**src/rtl/core/rcc_pkg.sv**
```systemverilog
// Shared types and constants for the reference-counted render cache.
// Depends on nothing; used by the entry memory and the top level.
package rcc_pkg;

	localparam int MAX_RESULTS = 16;
	localparam logic [15:0] REFS_MAX = 16'hFFFF;

	typedef enum logic [1:0] {
		OP_LOOKUP  = 2'd0,
		OP_INSERT  = 2'd1,
		OP_RELEASE = 2'd2,
		OP_PURGE   = 2'd3
	} op_t;

	typedef enum logic [2:0] {
		ST_IDLE,
		ST_DISPATCH,
		ST_READ,
		ST_CHECK,
		ST_END,
		ST_FINISH
	} state_t;

	typedef enum logic [1:0] {
		REG_CACHE_LIMIT   = 2'd0,
		REG_TIMER_PRESENT = 2'd1,
		REG_GRADIENT_MASK = 2'd2
	} reg_idx_t;

	typedef struct packed {
		logic [31:0] size;
		logic [31:0] texture;
		logic [31:0] pixel_a;
		logic [31:0] pixel_b;
		logic [31:0] handle;
		logic [15:0] refs;
	} entry_t;

	typedef struct packed {
		logic        table_full;
		logic        freed;
		logic        hit;
		logic [31:0] handle;
	} result_t;

endpackage

```
**src/rtl/core/rcc_entry_mem.sv**
```systemverilog
// Entry table storage: one write port, one registered read port.
// Depends on rcc_pkg for the entry layout.
module rcc_entry_mem #(
	parameter int DEPTH = 16,
	parameter int AW = 4
) (
	input  logic            clk,
	input  logic            we,
	input  logic [AW-1:0]   waddr,
	input  rcc_pkg::entry_t wdata,
	input  logic            re,
	input  logic [AW-1:0]   raddr,
	output rcc_pkg::entry_t rdata
);
	import rcc_pkg::*;

	entry_t mem_q [DEPTH];
	entry_t rdata_q;

	always_ff @(posedge clk) begin
		if (we) begin
			mem_q[waddr] <= wdata;
		end
	end

	// Read data holds while no read is issued, so a stalled check keeps its entry.
	always_ff @(posedge clk) begin
		if (re) begin
			rdata_q <= mem_q[raddr];
		end
	end

	assign rdata = rdata_q;

endmodule

```
**src/rtl/core/refcounted_render_cache.sv**
```systemverilog
// Reference-counted render cache: an ordered table of cached images with counts,
// searched, updated and compacted by a sequencer over one entry memory.
// Depends on rcc_pkg and rcc_entry_mem.
//
// One request is taken at a time. A lookup or release walks the valid entries
// in order (memory read, then compare and write back); a lookup stops at its
// first hit. An insert writes one entry and, when the count then passes
// cache_limit, runs a purge; a release runs one after its walk when timer_present
// is clear. A purge walks all valid entries the same way, moving the kept ones
// down in place; each freed handle is one output word, the last marked by tlast.
// A stalled output side holds a purge walk. Configure only while idle.
module refcounted_render_cache #(
	parameter int TABLE_ENTRIES = 16
) (
	input  logic          clk,
	input  logic          arst_n,
	// tdata: img_width, img_height, texture_flags, first_pixel, second_pixel,
	// image_handle (lowest bits first)
	input  logic          s_tvalid,
	output logic          s_tready,
	input  logic [159:0]  s_tdata,
	input  logic [1:0]    s_tuser,   // kind
	// tdata: found_handle
	output logic          m_tvalid,
	input  logic          m_tready,
	output logic [31:0]   m_tdata,
	output logic [2:0]    m_tuser,   // hit, freed, table_full
	output logic          m_tlast,
	input  logic          psel,
	input  logic          penable,
	input  logic          pwrite,
	input  logic [3:0]    paddr,
	input  logic [31:0]   pwdata,
	output logic [31:0]   prdata,
	output logic          pready
);
	import rcc_pkg::*;

	localparam int AW = (TABLE_ENTRIES > 1) ? $clog2(TABLE_ENTRIES) : 1;
	localparam int CW = $clog2(TABLE_ENTRIES + 1);

	// Configuration registers.
	logic [4:0]  cache_limit_q;
	logic        timer_present_q;
	logic [31:0] gradient_mask_q;
	logic        cfg_we;

	assign pready = 1'b1;
	assign cfg_we = psel && penable && pwrite;

	always_ff @(posedge clk or negedge arst_n) begin
		if (!arst_n) begin
			cache_limit_q   <= 5'd16;
			timer_present_q <= 1'b1;
			gradient_mask_q <= '0;
		end else if (cfg_we) begin
			unique case (paddr[3:2])
				REG_CACHE_LIMIT:   cache_limit_q   <= pwdata[4:0];
				REG_TIMER_PRESENT: timer_present_q <= pwdata[0];
				REG_GRADIENT_MASK: gradient_mask_q <= pwdata;
				default: ;
			endcase
		end
	end

	always_comb begin
		unique case (paddr[3:2])
			REG_CACHE_LIMIT:   prdata = {27'd0, cache_limit_q};
			REG_TIMER_PRESENT: prdata = {31'd0, timer_present_q};
			REG_GRADIENT_MASK: prdata = gradient_mask_q;
			default:           prdata = '0;
		endcase
	end

	// Request registers.
	op_t         op_q, op_d;
	logic [31:0] size_q, tex_q, pa_q, pb_q, handle_q;
	logic        grad_q;

	// Sequencer state.
	state_t          state_q, state_d;
	logic [AW-1:0]   idx_q, idx_d;
	logic [AW-1:0]   wr_q, wr_d;
	logic [CW-1:0]   used_q, used_d;
	logic [4:0]      cnt_q, cnt_d;
	logic            pend_valid_q, pend_valid_d;
	result_t         pend_q, pend_d;
	logic            pend_last;

	// Output register.
	logic    out_valid_q;
	result_t out_q;
	logic    out_last_q;
	logic    can_push, push;

	// Memory port.
	logic          mem_we, mem_re;
	logic [AW-1:0] mem_waddr;
	entry_t        mem_wdata, rd;

	rcc_entry_mem #(.DEPTH(TABLE_ENTRIES), .AW(AW)) u_mem (
		.clk   (clk),
		.we    (mem_we),
		.waddr (mem_waddr),
		.wdata (mem_wdata),
		.re    (mem_re),
		.raddr (idx_q),
		.rdata (rd)
	);

	logic          scan_done;
	logic          match;
	logic [CW-1:0] idx_ext;
	logic          start_purge;

	assign can_push  = !out_valid_q || m_tready;
	assign s_tready  = (state_q == ST_IDLE);
	assign idx_ext   = CW'(idx_q);
	assign scan_done = (idx_ext + 1'b1) == used_q;
	assign match     = (rd.size == size_q) && (rd.texture == tex_q) &&
	                   (rd.pixel_a == pa_q) && (!grad_q || rd.pixel_b == pb_q);

	always_ff @(posedge clk or negedge arst_n) begin
		if (!arst_n) begin
			state_q <= ST_IDLE;
		end else begin
			state_q <= state_d;
		end
	end

	always_comb begin
		state_d      = state_q;
		op_d         = op_q;
		idx_d        = idx_q;
		wr_d         = wr_q;
		used_d       = used_q;
		cnt_d        = cnt_q;
		pend_valid_d = pend_valid_q;
		pend_d       = pend_q;
		pend_last    = 1'b0;
		push         = 1'b0;
		mem_we       = 1'b0;
		mem_re       = 1'b0;
		mem_waddr    = idx_q;
		mem_wdata    = rd;
		start_purge  = 1'b0;

		unique case (state_q)
			ST_IDLE: begin
				if (s_tvalid) begin
					state_d = ST_DISPATCH;
				end
			end
			ST_DISPATCH: begin
				pend_d       = '0;
				pend_valid_d = 1'b1;
				idx_d        = '0;
				unique case (op_q)
					OP_LOOKUP: begin
						state_d = (used_q == '0) ? ST_FINISH : ST_READ;
					end
					OP_INSERT: begin
						if (handle_q == '0) begin
							state_d = ST_FINISH;
						end else if (used_q >= CW'(TABLE_ENTRIES)) begin
							pend_d.table_full = 1'b1;
							state_d = ST_FINISH;
						end else begin
							mem_we    = 1'b1;
							mem_waddr = used_q[AW-1:0];
							mem_wdata = '{size: size_q, texture: tex_q, pixel_a: pa_q,
								pixel_b: (grad_q ? pb_q : 32'd0), handle: handle_q,
								refs: 16'd1};
							used_d = used_q + 1'b1;
							if ((8'(used_q) + 8'd1) > 8'(cache_limit_q)) begin
								start_purge = 1'b1;
							end else begin
								state_d = ST_FINISH;
							end
						end
					end
					OP_RELEASE: begin
						if (handle_q == '0) begin
							state_d = ST_FINISH;
						end else begin
							state_d = (used_q == '0) ? ST_END : ST_READ;
						end
					end
					OP_PURGE: begin
						start_purge = 1'b1;
					end
					default: ;
				endcase
			end
			ST_READ: begin
				mem_re  = 1'b1;
				state_d = ST_CHECK;
			end
			ST_CHECK: begin
				unique case (op_q)
					OP_LOOKUP: begin
						if (match) begin
							mem_we = 1'b1;
							if (rd.refs != REFS_MAX) begin
								mem_wdata.refs = rd.refs + 16'd1;
							end
							pend_d.hit    = 1'b1;
							pend_d.handle = rd.handle;
							state_d = ST_FINISH;
						end else begin
							idx_d   = idx_q + 1'b1;
							state_d = scan_done ? ST_END : ST_READ;
						end
					end
					OP_RELEASE: begin
						if (rd.handle == handle_q && rd.refs != '0) begin
							mem_we = 1'b1;
							mem_wdata.refs = rd.refs - 16'd1;
						end
						idx_d   = idx_q + 1'b1;
						state_d = scan_done ? ST_END : ST_READ;
					end
					default: begin
						// Purge: report a zero-count entry or move a kept one down.
						if (rd.refs == '0 && cnt_q < 5'(MAX_RESULTS)) begin
							if (!pend_valid_q || can_push) begin
								push          = pend_valid_q;
								pend_valid_d  = 1'b1;
								pend_d        = '0;
								pend_d.freed  = 1'b1;
								pend_d.handle = rd.handle;
								cnt_d   = cnt_q + 5'd1;
								idx_d   = idx_q + 1'b1;
								state_d = scan_done ? ST_END : ST_READ;
							end
						end else begin
							mem_we    = (wr_q != idx_q);
							mem_waddr = wr_q;
							wr_d      = wr_q + 1'b1;
							idx_d     = idx_q + 1'b1;
							state_d   = scan_done ? ST_END : ST_READ;
						end
					end
				endcase
			end
			ST_END: begin
				unique case (op_q)
					OP_RELEASE: begin
						if (timer_present_q) begin
							state_d = ST_FINISH;
						end else begin
							start_purge = 1'b1;
						end
					end
					OP_PURGE: begin
						// Kept entries: the count before the walk less the freed ones.
						used_d = used_q - CW'(cnt_q);
						if (!pend_valid_q) begin
							pend_valid_d = 1'b1;
							pend_d       = '0;
						end
						state_d = ST_FINISH;
					end
					default: begin
						state_d = ST_FINISH;
					end
				endcase
			end
			ST_FINISH: begin
				if (can_push) begin
					push      = 1'b1;
					pend_last = 1'b1;
					state_d   = ST_IDLE;
				end
			end
			default: begin
				state_d = ST_IDLE;
			end
		endcase

		if (start_purge) begin
			op_d         = OP_PURGE;
			idx_d        = '0;
			wr_d         = '0;
			cnt_d        = '0;
			pend_valid_d = 1'b0;
			state_d      = (used_d == '0) ? ST_END : ST_READ;
		end
	end

	always_ff @(posedge clk or negedge arst_n) begin
		if (!arst_n) begin
			op_q         <= OP_LOOKUP;
			idx_q        <= '0;
			wr_q         <= '0;
			used_q       <= '0;
			cnt_q        <= '0;
			pend_valid_q <= 1'b0;
			out_valid_q  <= 1'b0;
		end else begin
			op_q         <= (state_q == ST_IDLE && s_tvalid) ? op_t'(s_tuser) : op_d;
			idx_q        <= idx_d;
			wr_q         <= wr_d;
			used_q       <= used_d;
			cnt_q        <= cnt_d;
			pend_valid_q <= (state_q == ST_FINISH && can_push) ? 1'b0 : pend_valid_d;
			if (push) begin
				out_valid_q <= 1'b1;
			end else if (m_tready) begin
				out_valid_q <= 1'b0;
			end
		end
	end

	always_ff @(posedge clk) begin
		pend_q <= pend_d;
		if (push) begin
			out_q      <= pend_q;
			out_last_q <= pend_last;
		end
		if (state_q == ST_IDLE && s_tvalid) begin
			size_q   <= {s_tdata[15:0], s_tdata[31:16]};
			tex_q    <= s_tdata[63:32];
			pa_q     <= s_tdata[95:64];
			pb_q     <= s_tdata[127:96];
			handle_q <= s_tdata[159:128];
			grad_q   <= (s_tdata[63:32] & gradient_mask_q) != '0;
		end
	end

	assign m_tvalid = out_valid_q;
	assign m_tdata  = out_q.handle;
	assign m_tuser  = {out_q.table_full, out_q.freed, out_q.hit};
	assign m_tlast  = out_last_q;

endmodule
```
**config.mk**
```make
export PLATFORM = sky130hd
export DESIGN_NAME = refcounted_render_cache
export DESIGN_NICKNAME = d
export VERILOG_FILES = /design/src/rtl/core/rcc_pkg.sv /design/src/rtl/core/rcc_entry_mem.sv /design/src/rtl/core/refcounted_render_cache.sv
export SDC_FILE = /design/constraint.sdc
export NUM_CORES = 2
export LEC_CHECK = 0
export ABC_AREA = 1
export CELL_PAD_IN_SITES_DETAIL_PLACEMENT = 1
export CELL_PAD_IN_SITES_GLOBAL_PLACEMENT = 1
export CORE_MARGIN = 3
export CORE_UTILIZATION = 48
export CTS_CLUSTER_SIZE = 20
export DETAILED_ROUTE_END_ITERATION = 7
export DONT_BUFFER_PORTS = 1
export GPL_TIMING_DRIVEN = 0
export PLACE_DENSITY_LB_ADDON = 0.25
export SKIP_LAST_GASP = 1
export SLEW_MARGIN = 20
export SYNTH_ARGS = -nofsm -noshare
export SYNTH_HDL_FRONTEND = slang
export SYNTH_SLANG_ARGS = --single-unit
```
**constraint.sdc**
```tcl
create_clock -name clk -period 12.8 [get_ports clk]
set_input_delay 0.64 -clock clk [delete_from_list [all_inputs] [get_ports clk]]
set_output_delay 0.64 -clock clk [all_outputs]
set_load 0.005 [all_outputs]
```
; Word-level counts from Yosys, hierarchy flattened
; Memories as Yosys holds them, arrays and structs flattened. A register that Yosys moved wholly into a read port is not among the register bits.
; Cells that the tools add are included.
[word_totals]
output_inout_bits = 71
n_memories = 1
ram_bits = 2816
elab_cells = 224
ff_bits = 295
[memory_table]
columns = name, words, width, read_ports, rd_clocked_by_memory_dff, write_ports, line
row1 = u_mem.mem_q, 16, 176, 1, 1, 1, rcc_entry_mem.sv:17  ; entry_t mem_q [DEPTH];
[classes]
addsub = 9
n_eq_ne = 40
reduce_logical = 43
n_lt_le_gt_ge = 3
bitwise = 1
n_mux = 101
[op_table]
columns = cell, n
row1 = $mux W176, 3
row2 = $eq A32 B32 Y1, 5
row3 = $mux W160, 1
row4 = $mux W35, 4
row5 = $pmux W35 S3, 1
row6 = $pmux W32 S3, 1
row7 = $pmux W33 S2, 1
row8 = $pmux W16 S2, 2
row9 = $mux W4, 13
row10 = $mux W16, 3
row11 = $mux W3, 16
row12 = $mux W5, 9
row13 = $mux W33, 1
row14 = $and A32 B32 Y32, 1
row15 = $logic_not A32 Y1, 1
row16 = $mux W32, 1
row17 = $reduce_bool A32 Y1, 1
row18 = $mux W1, 29
row19 = $ne A4 B4 Y1 const B, 6
row20 = $pmux W4 S2, 3
row21 = $pmux W3 S6, 1
row22 = $add A16 B1 Y16 const B, 1
row23 = $logic_not A16 Y1, 1
row24 = $ne A16 B16 Y1 const B, 1
row25 = 46 further kinds, 91

; Depth between registers and ports, before layout
[depth]
depth_word = 9
ltp_mapped = 19

; By module
; A second synthesis with hierarchy kept.
[hier_totals]
cells_unflattened = 12834
area_unflattened_um2 = 139412.5
[modules_own_cells]
columns = mod, instances, seq_area_each_um2, area_per_inst_um2, cells_per_inst
row1 = rcc_entry_mem, 1, 89846.2, 121990.7, 10696
row2 = refcounted_render_cache, 1, 8545.7, 17421.7, 2138

; Least setup slack after synthesis
; Ideal clock, no wire load.
[synth_timing]
kind = register to register
from = reg state_q[0]
to = reg u_mem.rdata[0] (netlist name)
t_required_ps = 11870
slack_ps = -549
period_less_slack_ps = 13349
setup_ps = 930
arrival_ps = 12419
stages_incl_launch_ff = 2
cell_sequence = dfrtp_1 nor3_1
[synth_between]
elab_chain_len = 2
[synth_lines]
columns = item, line
row1 = from (decl), refcounted_render_cache.sv:81  ; state_t state_q, state_d;
row2 = from (signal assigned), refcounted_render_cache.sv:127  ; state_q <= state_d;
row3 = $eq A3 B2 Y1, refcounted_render_cache.sv:148  ; unique case (state_q)
row4 = $mux W1, refcounted_render_cache.sv:148
; Every way passes these cells.
; A chain may end at the register's enable or synchronous reset.

; Final worst setup path
[layout_timing]
from = reg pa_q[11]
to = mem u_mem.mem_q[10][132] (netlist name) (enable)
[layout_between]
elab_chain_len = 8
[layout_lines]
columns = item, line
row1 = from (decl), refcounted_render_cache.sv:77  ; logic [31:0] size_q, tex_q, pa_q, pb_q, handle_q;
row2 = from (signal assigned), refcounted_render_cache.sv:324  ; pa_q <= s_tdata[95:64];
row3 = $eq A32 B32 Y1, refcounted_render_cache.sv:121  ; (rd.pixel_a == pa_q) && (!grad_q || rd.pixel_b == pb_q);
row4 = $logic_and A1 B1 Y1, refcounted_render_cache.sv:120  ; assign match = (rd.size == size_q) && (rd.texture == tex_q) &&
row5 = $logic_and A1 B1 Y1, refcounted_render_cache.sv:121
row6 = $mux W1, refcounted_render_cache.sv:202  ; if (match) begin
row7 = $pmux W1 S2, refcounted_render_cache.sv:200  ; unique case (op_q)
row8 = $pmux W1 S2, refcounted_render_cache.sv:148
row9 = $mux W1, rcc_entry_mem.sv:21  ; if (we) begin
row10 = $mux W1 (implied by the code), rcc_entry_mem.sv:22  ; mem_q[waddr] <= wdata;
row11 = to (decl), rcc_entry_mem.sv:17
; Every way passes these cells.

==> impl_metrics.py <==
metrics = {
    "timing": {
        "timing_worst_slew_pin_value_ns": 1.32,
        "timing_hold_violations_final": 0,
        "timing.clock.skew_ns": 0.0953,
        "fmax_mhz": 150,
        "slew_headroom_pct": 11.2,
        "count_of_endpoints_failing_setup_in_the_final_report": 0,
        "period_needed_ns": 6.67,
        "final_cycle_share_pct": 52.1,
        "worst_slack_ns": 6.13,
        "setup_tns_ns": 0,
        "final_count_of_pins_violating_max_slew": 0,
        "grt_setup_unrepaired": "false",
    },
    "worst_setup_path": {
        "setup.worst_path.start_class": "flop",
        "timing.reg2reg.worst_path_depth": 19,
        "critical_path.slowest_cell": "sky130_fd_sc_hd__xnor2_1",
        "crit-reg2reg-capture": "u_mem.mem_q[10][132]$_DFFE_PP_",
        "reg2reg_slack_ns": 6.13,
        "worstPathMaxFanout": 16,
        "critical-path-max-stage-delay_ns": 1.03,
        "timing.critical_path.cells": "xnor2_1, nand2_1, nor2_1, nand2_1, nor2_1, nand2_1, nor2_1, nand4_1, nand3_1, nand2_1, nand2_4, nand2_1, nor2_4, buf_12, buf_16, buf_16, buf_16, buf_16, buf_16",
        "critical_path.endpoint_type": "flop",
        "timing.critical_path.required_ns": 13.44,
        "r2r_start": "pa_q[11]$_DFFE_PP_",
        "timing.critical_path.from": "pa_q[11]$_DFFE_PP_",
        "crit_arrival_ns": 7.31,
        "critical_path_class": "flop to flop",
    },
    "flow_run": {
        "maxCapViolCount": 0,
    },
    "floorplanning": {
        "fp.dieArea_sq_um": 276000,
        "fp-row-count": 189,
        "ios": 276,
        "total_core_area_sq_um": 267000,
        "die_width_um": 525,
        "die_height_um": 525,
        "effective_utilization_at_floorplan_pct": 48.5,
    },
    "grt": {
        "wire_length_of_the_first_global_routing_pass_um": 704000,
        "grt_max_degree": 94,
        "vias_in_the_first_global_route": 96300,
        "grt_usage_pct": 35.5,
        "initial_antenna_violation_count": 47,
        "grt_overflow": 0,
    },
    "detailed_routing": {
        "dr.pass1.iters": 8,
        "post_drt_wl_per_cell_um": 35.4,
        "detail_route.drc_violations": 0,
        "wl_um": 504000,
        "drt.antenna.violating_nets": 0,
        "num_vias": 93300,
        "detail_route.iter0.violations": 13900,
        "route.detailed.vias_per_inst": 6.56,
    },
    "logic_synthesis": {
        "top_cells_by_instance_count_after_synthesis": "sky130_fd_sc_hd__edfxtp_1, sky130_fd_sc_hd__o21ai_0, sky130_fd_sc_hd__nand2_1, sky130_fd_sc_hd__nor2_1, sky130_fd_sc_hd__a21oi_1",
        "async_reset_ff_share_pct": 1.92,
        "count_of_flip_flops_with_a_built_in_enable_after_synthesis": 3224,
        "yosysMostFrequentCell": "sky130_fd_sc_hd__edfxtp_1",
        "yosysWarningCount": 0,
        "synth.largest_area_cell": "sky130_fd_sc_hd__edfxtp_1",
        "post_synth_inst_count": 9595,
        "synth-seq-area-share_pct": 76.1,
        "syn-cell-area_sq_um": 129000,
        "synth.area.top_cells": "sky130_fd_sc_hd__edfxtp_1, sky130_fd_sc_hd__o21ai_0, sky130_fd_sc_hd__nand2_1, sky130_fd_sc_hd__nor2_1, sky130_fd_sc_hd__a21oi_1",
        "yosys_register_bits": 3287,
        "unique_masters_post_synth": 56,
        "synth.avg_cell_area_sq_um": 13.5,
        "syn_nets": 9821,
        "dominantRegCellSynth": "sky130_fd_sc_hd__edfxtp_1",
        "yosysTopAreaCellShare_pct": 74.9,
    },
    "power": {
        "power.density_cell_area_nw_per_um2": 211,
        "p_leak_nw": 50.2,
        "peakVddDrop_v": 0.000174,
    },
    "clock_tree": {
        "tritoncts_num_sinks": 3287,
        "ctsLongestPathBuffers": 4,
        "clock_insertion_delay_worst_skew_ns": 0.97,
        "tritoncts": "yes",
        "buffer_cell_driving_the_clock_tree_root": "sky130_fd_sc_hd__clkbuf_16",
        "cts_buffers": 340,
        "cts_setup_buffers": 0,
        "cts-htree-levels": 5,
        "clkTransAtPathRegs_ns": 0.06,
    },
    "final_layout": {
        "drive_gt1_share_pct": 9.26,
        "syn_to_final_growth_pct": 17.3,
        "fill_cells": 25600,
        "instances_no_fill": 14200,
        "final_net_count": 10600,
        "flip_flop_count_of_the_largest_register_after_layout": 2816,
        "top_register": "u_mem.mem_q",
    },
    "hold_path": {
        "min_from": "s_tdata[40]",
        "holdCritPathClass": "input port to flop",
        "worst_hold_path.num_cells": 3,
        "worstHoldEndpoint": "grad_q$_DFFE_PP_",
    },
    "place": {
        "post-place-ws_ns": 6.40,
        "placedCellCount": 13400,
        "numPortBuffers": 0,
        "place.detailed.hpwl_um": 333000,
        "place.gp.congestion": 0.870,
    },
    "status": {
        "status": "complete, no violations",
    },
}
==> critical path, delay by kind of cell (launching register included) <==
family,cells,cell delay (ns)
xor+xnor,1,1.03
buf+inv,6,1.22
simple gates,12,3.35
flops,1,0.61
==> worst max path at each step <==
stage                                          end  slack [ns]  depth (start not counted)
finish              u_mem.mem_q[10][132]$_DFFE_PP_        6.13                         19
global route        u_mem.mem_q[10][115]$_DFFE_PP_        6.22                         19
CTS                 u_mem.mem_q[10][115]$_DFFE_PP_        6.36                         19
detailed placement  u_mem.mem_q[10][132]$_DFFE_PP_        6.40                         19
global placement    u_mem.mem_q[11][132]$_DFFE_PP_      -10.03                         13
floorplan             u_mem.mem_q[12][0]$_DFFE_PP_        2.77                         15
==> cells in the final DEF, fill, tap and decap left out, types with 14 or more instances in the layout <==
cell type,instances
sky130_fd_sc_hd__edfxtp_1,3224
sky130_fd_sc_hd__o21ai_0,1274
sky130_fd_sc_hd__nand2_1,1100
sky130_fd_sc_hd__nor2_1,1061
sky130_fd_sc_hd__a21oi_1,766
sky130_fd_sc_hd__clkbuf_1,525
sky130_fd_sc_hd__o22ai_1,360
sky130_fd_sc_hd__o221ai_1,353
sky130_fd_sc_hd__clkbuf_16,346
sky130_fd_sc_hd__inv_1,214
sky130_fd_sc_hd__dlygate4sd3_1,198
sky130_fd_sc_hd__buf_2,115
sky130_fd_sc_hd__nand3_1,105
sky130_fd_sc_hd__xnor2_1,98
sky130_fd_sc_hd__buf_12,91
sky130_fd_sc_hd__buf_16,81
sky130_fd_sc_hd__diode_2,65
sky130_fd_sc_hd__clkinv_1,62
sky130_fd_sc_hd__dfrtp_1,61
sky130_fd_sc_hd__clkinv_2,60
sky130_fd_sc_hd__xor2_1,59
sky130_fd_sc_hd__o21ai_1,56
sky130_fd_sc_hd__buf_4,47
sky130_fd_sc_hd__o21ai_2,33
sky130_fd_sc_hd__clkbuf_2,32
sky130_fd_sc_hd__nor3_1,28
sky130_fd_sc_hd__bufinv_16,28
sky130_fd_sc_hd__nand4_1,26
sky130_fd_sc_hd__buf_1,21
sky130_fd_sc_hd__ha_1,20
sky130_fd_sc_hd__nor2_4,17
sky130_fd_sc_hd__buf_8,14
==> per-stage QoR <==
step | utilization, % | instance area, sq um | hold WS, ns | total power, mW
6_report | 56.9 | 152000 | 0.0249 | 32.0
3_5_place_dp | 52.0 | 139000 | 0.349 | 21.9
2_1_floorplan | - | 129000 | 0.344 | 18.1
5_1_grt | 56.9 | 152000 | 0.0652 | 32.9
4_1_cts | 56.8 | 151000 | 0.00359 | 31.7
3_3_place_gp | 50.2 | 134000 | 0.349 | 21.4
==> repair_timing <==
action                                 4_1_cts  5_1_grt
endpoints found under the hold margin      265        0
hold buffers                               199        0
resized for setup                            0        0
setup endpoints to repair                    0        0
==> metal layers <==
| layer | vias to the layer above | routed length (um) | global-route usage (%) | share of wire (%) |
|---|---|---|---|---|
| li1 | 37500 | - | - | - |
| met1 | 47600 | 178000 | 44.3 | 35 |
| met2 | 6711 | 233000 | 55.4 | 46 |
| met3 | 1427 | 58200 | 8.85 | 12 |
| met4 | 22 | 35100 | 23.2 | 7.0 |
| met5 | - | 176 | 0 | 0.035 |
==> cell families after synthesis <==
family | share of synthesized area [%]
DFF | 76.1
AOI/OAI and AO/OA | 12.6
and+or+nand+nor | 7.29
buffers and inverters | 2.69
xor gates and xnor gates | 1.09
adders and majority gates | 0.209
other | 0.00290
==> final cells by class <==
class,instances,area (sq um),share of cell area [%]
diodes,65,163,0.107
repair buffers,430,6610,4.36
clock buffers,429,9050,5.97
multi-input cells,5438,27700,18.2
well taps,3533,4420,2.91
flip-flops and latches,3287,98400,64.9
plain buffers,629,2600,1.72
inverters,241,957,0.631
clock inverters,179,1800,1.19
==> power by group <==
part	internal [mW]	switching, mW
clock	5.60	4.32
sequential	13.8	0.495
combinational	1.73	6.03
Power figures use the tool's default switching activity.
